--- src/sv/lss_pkg.sv ---
// shared constants, payload beats, controller commands and status for the sieve block
`timescale 1ns / 1ps

package lss_pkg;

  // table geometry
  localparam int N_MAX    = 4096;
  localparam int IDX_W    = $clog2(N_MAX);
  localparam int VAL_W    = 12;
  localparam int LIMIT_W  = 13;
  localparam int PL_DEPTH = 564;
  localparam int CNT_W    = 10;
  localparam int PROD_W   = 2 * VAL_W;

  localparam logic [LIMIT_W-1:0] LIMIT_RST   = LIMIT_W'(N_MAX);
  localparam logic [IDX_W-1:0]   FIRST_PRIME = IDX_W'(2);

  // request codes
  localparam logic REQ_RUN   = 1'b0;
  localparam logic REQ_QUERY = 1'b1;

  typedef struct packed {
    logic             req_type;
    logic [IDX_W-1:0] factor_index;
    logic [CNT_W-1:0] prime_position;
  } in_t;

  typedef struct packed {
    logic [CNT_W-1:0] prime_count;
    logic [VAL_W-1:0] smallest_factor;
    logic [VAL_W-1:0] nth_prime;
  } out_t;

  typedef enum logic [2:0] {
    S_IDLE,
    S_CLEAR,
    S_FETCH_I,
    S_TEST_I,
    S_FETCH_P,
    S_MUL,
    S_MARK,
    S_QUERY
  } state_t;

  typedef struct packed {
    logic clr_init;
    logic clr_step;
    logic run_init;
    logic test_i;
    logic mul;
    logic mark_wr;
    logic next_i;
    logic q_start;
    logic q_out;
    logic run_out;
  } ctrl_cmd_t;

  typedef struct packed {
    logic clr_last;
    logic i_done;
    logic j_done;
    logic brk;
  } dp_status_t;

endpackage

--- src/sv/lss_ctrl.sv ---
// sequencer for table clear, sieve walk and query
`timescale 1ns / 1ps

module lss_ctrl (
  input  logic               clk,
  input  logic               rst_n,
  input  logic               start,
  input  logic               in_req,
  input  lss_pkg::dp_status_t status,
  output logic               busy,
  output lss_pkg::ctrl_cmd_t cmd
);
  import lss_pkg::*;

  state_t state_r;
  state_t state_nxt;

  // state register
  always_ff @(posedge clk) begin
    if (!rst_n) begin
      state_r <= S_IDLE;
    end else begin
      state_r <= state_nxt;
    end
  end

  // next state and commands
  always_comb begin
    state_nxt = state_r;
    cmd       = '0;
    busy      = (state_r != S_IDLE);
    case (state_r)
      S_IDLE: begin
        if (start) begin
          if (in_req == REQ_QUERY) begin
            cmd.q_start = 1'b1;
            state_nxt   = S_QUERY;
          end else begin
            cmd.clr_init = 1'b1;
            state_nxt    = S_CLEAR;
          end
        end
      end
      S_CLEAR: begin
        cmd.clr_step = 1'b1;
        if (status.clr_last) begin
          cmd.run_init = 1'b1;
          state_nxt    = S_FETCH_I;
        end
      end
      S_FETCH_I: begin
        if (status.i_done) begin
          cmd.run_out = 1'b1;
          state_nxt   = S_IDLE;
        end else begin
          state_nxt = S_TEST_I;
        end
      end
      S_TEST_I: begin
        cmd.test_i = 1'b1;
        state_nxt  = S_FETCH_P;
      end
      S_FETCH_P: begin
        if (status.j_done) begin
          cmd.next_i = 1'b1;
          state_nxt  = S_FETCH_I;
        end else begin
          state_nxt = S_MUL;
        end
      end
      S_MUL: begin
        cmd.mul   = 1'b1;
        state_nxt = S_MARK;
      end
      S_MARK: begin
        if (status.brk) begin
          cmd.next_i = 1'b1;
          state_nxt  = S_FETCH_I;
        end else begin
          cmd.mark_wr = 1'b1;
          state_nxt   = S_FETCH_P;
        end
      end
      S_QUERY: begin
        cmd.q_out = 1'b1;
        state_nxt = S_IDLE;
      end
      default: begin
        state_nxt = S_IDLE;
      end
    endcase
  end

endmodule

--- config.mk ---
export PLATFORM = sky130hd
export DESIGN_NAME = lss_ctrl
export DESIGN_NICKNAME = d
export VERILOG_FILES = /design/src/sv/lss_pkg.sv /design/src/sv/lss_ctrl.sv
export SDC_FILE = /design/constraint.sdc
export NUM_CORES = 1
export LEC_CHECK = 0
export ABC_AREA = 1
export BUFFER_PORTS_ARGS = -buffer_cell sky130_fd_sc_hd__buf_2
export CAP_MARGIN = 10
export CORE_AREA = 2 2 39 41
export CTS_CLUSTER_DIAMETER = 40
export DETAILED_ROUTE_END_ITERATION = 7
export DIE_AREA = 0 0 41 43
export GPL_ROUTABILITY_DRIVEN = 1
export PLACE_DENSITY = 0.49
export SLEW_MARGIN = 0
export SYNTH_ARGS = -nofsm -noshare
export SYNTH_HDL_FRONTEND = slang
export SYNTH_SLANG_ARGS = --single-unit
--- constraint.sdc ---
create_clock -name clk -period 1.8 [get_ports clk]
set_clock_uncertainty 0.2 [all_clocks]
set_input_delay 0 -clock clk [delete_from_list [all_inputs] [get_ports clk]]
set_output_delay 0 -clock clk [all_outputs]
set_load 0.02 [all_outputs]
# Word-level counts from Yosys, hierarchy flattened
# Cells that the tools add are included.
# classes
addsub	0
mul	0
div	0
magnitude_cmp	0
eq_ne	9
shift	0
mux	25
n_bitwise	0
n_reduce_logical	3
# ops
op	count
3-bit one-hot mux with 8 select lines	1
1-bit 2-to-1 mux	16
3-bit 2-to-1 mux	5
3-bit == test (second input constant)	4
3-bit by 2-bit == test with 1-bit output (second input constant)	2
2-bit 2-to-1 mux	2
2-bit inequality test (second input constant)	2
3-bit by 1-bit == test with 1-bit output (second input constant)	1
3-bit logical NOT	1
3-bit nonzero test	1
1-bit one-hot mux with 2 select lines	1
2-bit AND reduction	1
# totals
register_bits	3
latch_bits	0
mem_bits_rw	0
rom_bits	0
inputBits	8
output_inout_bits	11
elab_cells	38
n_memories	0

# Longest topological paths before layout
# depth
word_depth	3
depth_mapped	8
depth_no_buf	7

# Least setup slack after synthesis
# No wires, ideal clock.
# synth_timing
kind	register -> output
start	reg state_r[1]
end	out cmd[9] (netlist name)
t_arrival_ns	1.228
t_required_ns	1.600
slack_ns	0.372
stages_incl_launch_ff	4
path_buffers	0
cell_sequence	dfxtp_1 -> nor2_2 -> nand2_1 -> nor3_1
# synth_rtl
element	line	text
start, declared	lss_ctrl.sv:15	state_t state_r;
start signal, assigned	lss_ctrl.sv:23	state_r <= state_nxt;
end, declared	lss_ctrl.sv:11	output lss_pkg::ctrl_cmd_t cmd

# Worst setup path after layout
# layout_timing
start	reg state_r[0]
end	reg state_r[0]
# layout_between
elab_chain_cells	3
word_cells_on_any_way	12
cone_classes	eq/ne: 9; mux: 1; reduce/logical: 2
# layout_lines
element	line	text
3-bit by 1-bit == test with 1-bit output or 3-bit logical NOT (tied branches)	lss_ctrl.sv:32	case (state_r)
2-bit inequality test (no source line)	-	
2-bit AND reduction (no source line)	-	
# Parallel ways exist; a longest one is shown, timed or not.
# A chain may end at the register's enable or synchronous reset.

==> qor.yml <==
antenna_cells: 0
nFillCells: 164
crit_family: "buffers and inverters"
fmax_mhz: 609
vias: 394
worst_path_max_delay_cell: "dlygate4sd3_1"
synth-seq-area-share_pct: 20.3
crit_path_end_kind: "flip-flop"
remaining_drc_errors: 0
final_antenna_net_count: 0
clk_pin_slew_ps: 40
drt-pass1-iter-count: 3
fin_tns_setup_ps: 0
numCtsBuffers: 3
reg2reg_depth: 5
grt_max_degree: 11
finalCritPeriodShare_pct: 91.2
startpoint_type: "flip-flop"
top_register: "state_r"
core_mm2: 0.00138
avgViaCountPerCell: 4.38
clock_latency_ps: 240
rsz0062_at_grt: "no"
die_x_um: 41
worst-path-stages: 5
ir_drop_mv: 0.435
r2r-start: "state_r[0]"
cp-endpoint: "state_r[0]"
cts.sinks: 3
grt_pass1_vias: 323
path_max_fanout: 7
routed_wl_um: 823
tritoncts: "built"
hold_ws_ps: -1.72
grt_usage_pct: 10.1
p_per_area_mw_per_mm2: 1710
synth.avg_cell_area_um2: 5.79
path_class: "reg2reg"
top_regs: "state_r x3"
postLayoutCoreUtil_pct: 32.3
post-place-ws_ps: 447
mostFrequentLayoutCell: "buf_2"
ys_types: 14
crit_path_max_incr_delay_ps: 540
die_area_mm2: 0.00176
maxCapViolCount: 0
largest_register_ffs: 3
cts_max_path_buffers: 2
cp_data_required_time_ps: 1740
slew_headroom_pct: 79.8
crit_start: "state_r[0]"
fin_nets: 83
cts-root-buf: "clkbuf_4"
drv_slew: 0
wl_per_cell_um: 9.14
synthCells: 51
worst_slack_ps: 158
status: "finished with violations"
layout_common_cells: "buf_2 (18), nor2_1 (8), nand3_1 (8), inv_1 (8), nand2_1 (7)"
grt-ovfl-total: 0
r2r-end: "state_r[0]"
finalSetupViolCount: 0
synth_area_um2: 295
synth_fp_nets: 59
die_h_um: 43
min_path_type: "in2reg"
crit_buf_inv: 1
tightest_slew_ps: 302
dp_hpwl_um: 605
hold_viol: 1
post-route-min-period_ps: 1640
io_buffers: 18
synth-warning-count: 0
grt_pass1_wl_mm: 1.15
grt_antenna_before_repair: 0
rows: 14
area_growth_pct: 51.3
reg2reg_setup_slack_ps: 160
drt_iter0_markers: 3
place_congestion: 0.722
initial_core_util_pct: 21.3
num_io_pins: 19
worstPathCellList: "nor2_4 > nand3_2 > nand2_1 > dlygate4sd3_1 > nor2_1"
crit_arrival_ps: 1580
min-delay-start: "status[1]"
power_leakage_nw: 0.286
drive_above_1_share_pct: 40.5
h-tree-depth: 1
violations: "negative hold slack"
yosys_register_bits: 3
-- metrics by stage --
step,total power [mW],instance area (µm²),hold WS (ps),instances
2_1_floorplan,0.513,295,-111,51
3_3_place_gp,0.616,394,51.8,84
3_5_place_dp,0.613,394,52.6,84
4_1_cts,0.749,440,3.25,90
5_1_grt,0.829,447,39.2,90
6_report,0.762,447,-1.72,90
-- cell type report --
cell class,instances,area [µm²],area share [%]
Timing Repair Buffer,20,110,24.6
Inverter,12,45.0,10.1
Tap cell,16,20.0,4.48
Multi-Input combinational cell,35,184,41.2
Clock buffer,4,26.3,5.88
Sequential cell,3,61.3,13.7
-- cells in the mapped netlist --
cell	number	share of area (%)
inv_1	8	10
dfxtp_1	3	20
nand3b_1	1	2.5
nor3_1	3	5.1
nand2_1	7	8.9
buf_6	1	3.8
inv_2	4	5.1
nand3_2	2	6.8
nor2_1	8	10
nor4_1	1	2.1
nand3_1	8	14
a21oi_2	1	3.0
nand4_1	3	6.4
nor2_2	1	2.1
-- worst register-to-register path, cell delays in order (launching register included) --
cell           delay (ps)
dfxtp_1               380
nor2_4                170
nand3_2               120
nand2_1                80
dlygate4sd3_1         540
nor2_1                 40
-- cells by family (layout without fill, tap and decap cells) --
kind of cell	count (synthesis)	after routing	share of synthesized area, %
DFF	3	3	20.3
and+or+nand+nor	34	34	57.6
buffers and inverters	13	36	19.1
AOI/OAI and AO/OA	1	1	2.97
-- layer usage --
metal  vias up  share of wire (%)  track usage [%]
met2        10                 50             15.0
met1       169                 43             10.2
li1        213                  -                -
met4         0                2.6             10.0
met5         -                  0                0
met3         2                4.6             3.14
-- worst min path at each step --
stage,to,slack [ps],depth (start not counted)
after global placement,state_r[0],50,3
after global routing,state_r[1],40,5
after floorplan,cmd[9],-110,1
final,state_r[1],-2,5
after detailed placement,state_r[0],50,3
after CTS,state_r[1],3,5
-- what timing repair did --
item / CTS / global route
setup buffers: 0 / 0
hold endpoints to repair: 3 / 0
hold buffers: 2 / 0
resized for setup: 0 / 2
setup endpoints to repair: 0 / 1
-- power by group --
part	internal (mW)	switching [mW]	leakage (nW)
Sequential	0.100	0.0699	0.0253
Clock	0.0833	0.0388	0.0150
Combinational	0.165	0.305	0.246
Total	0.348	0.414	0.286
Note: power is estimated with default switching activity, not from simulation.
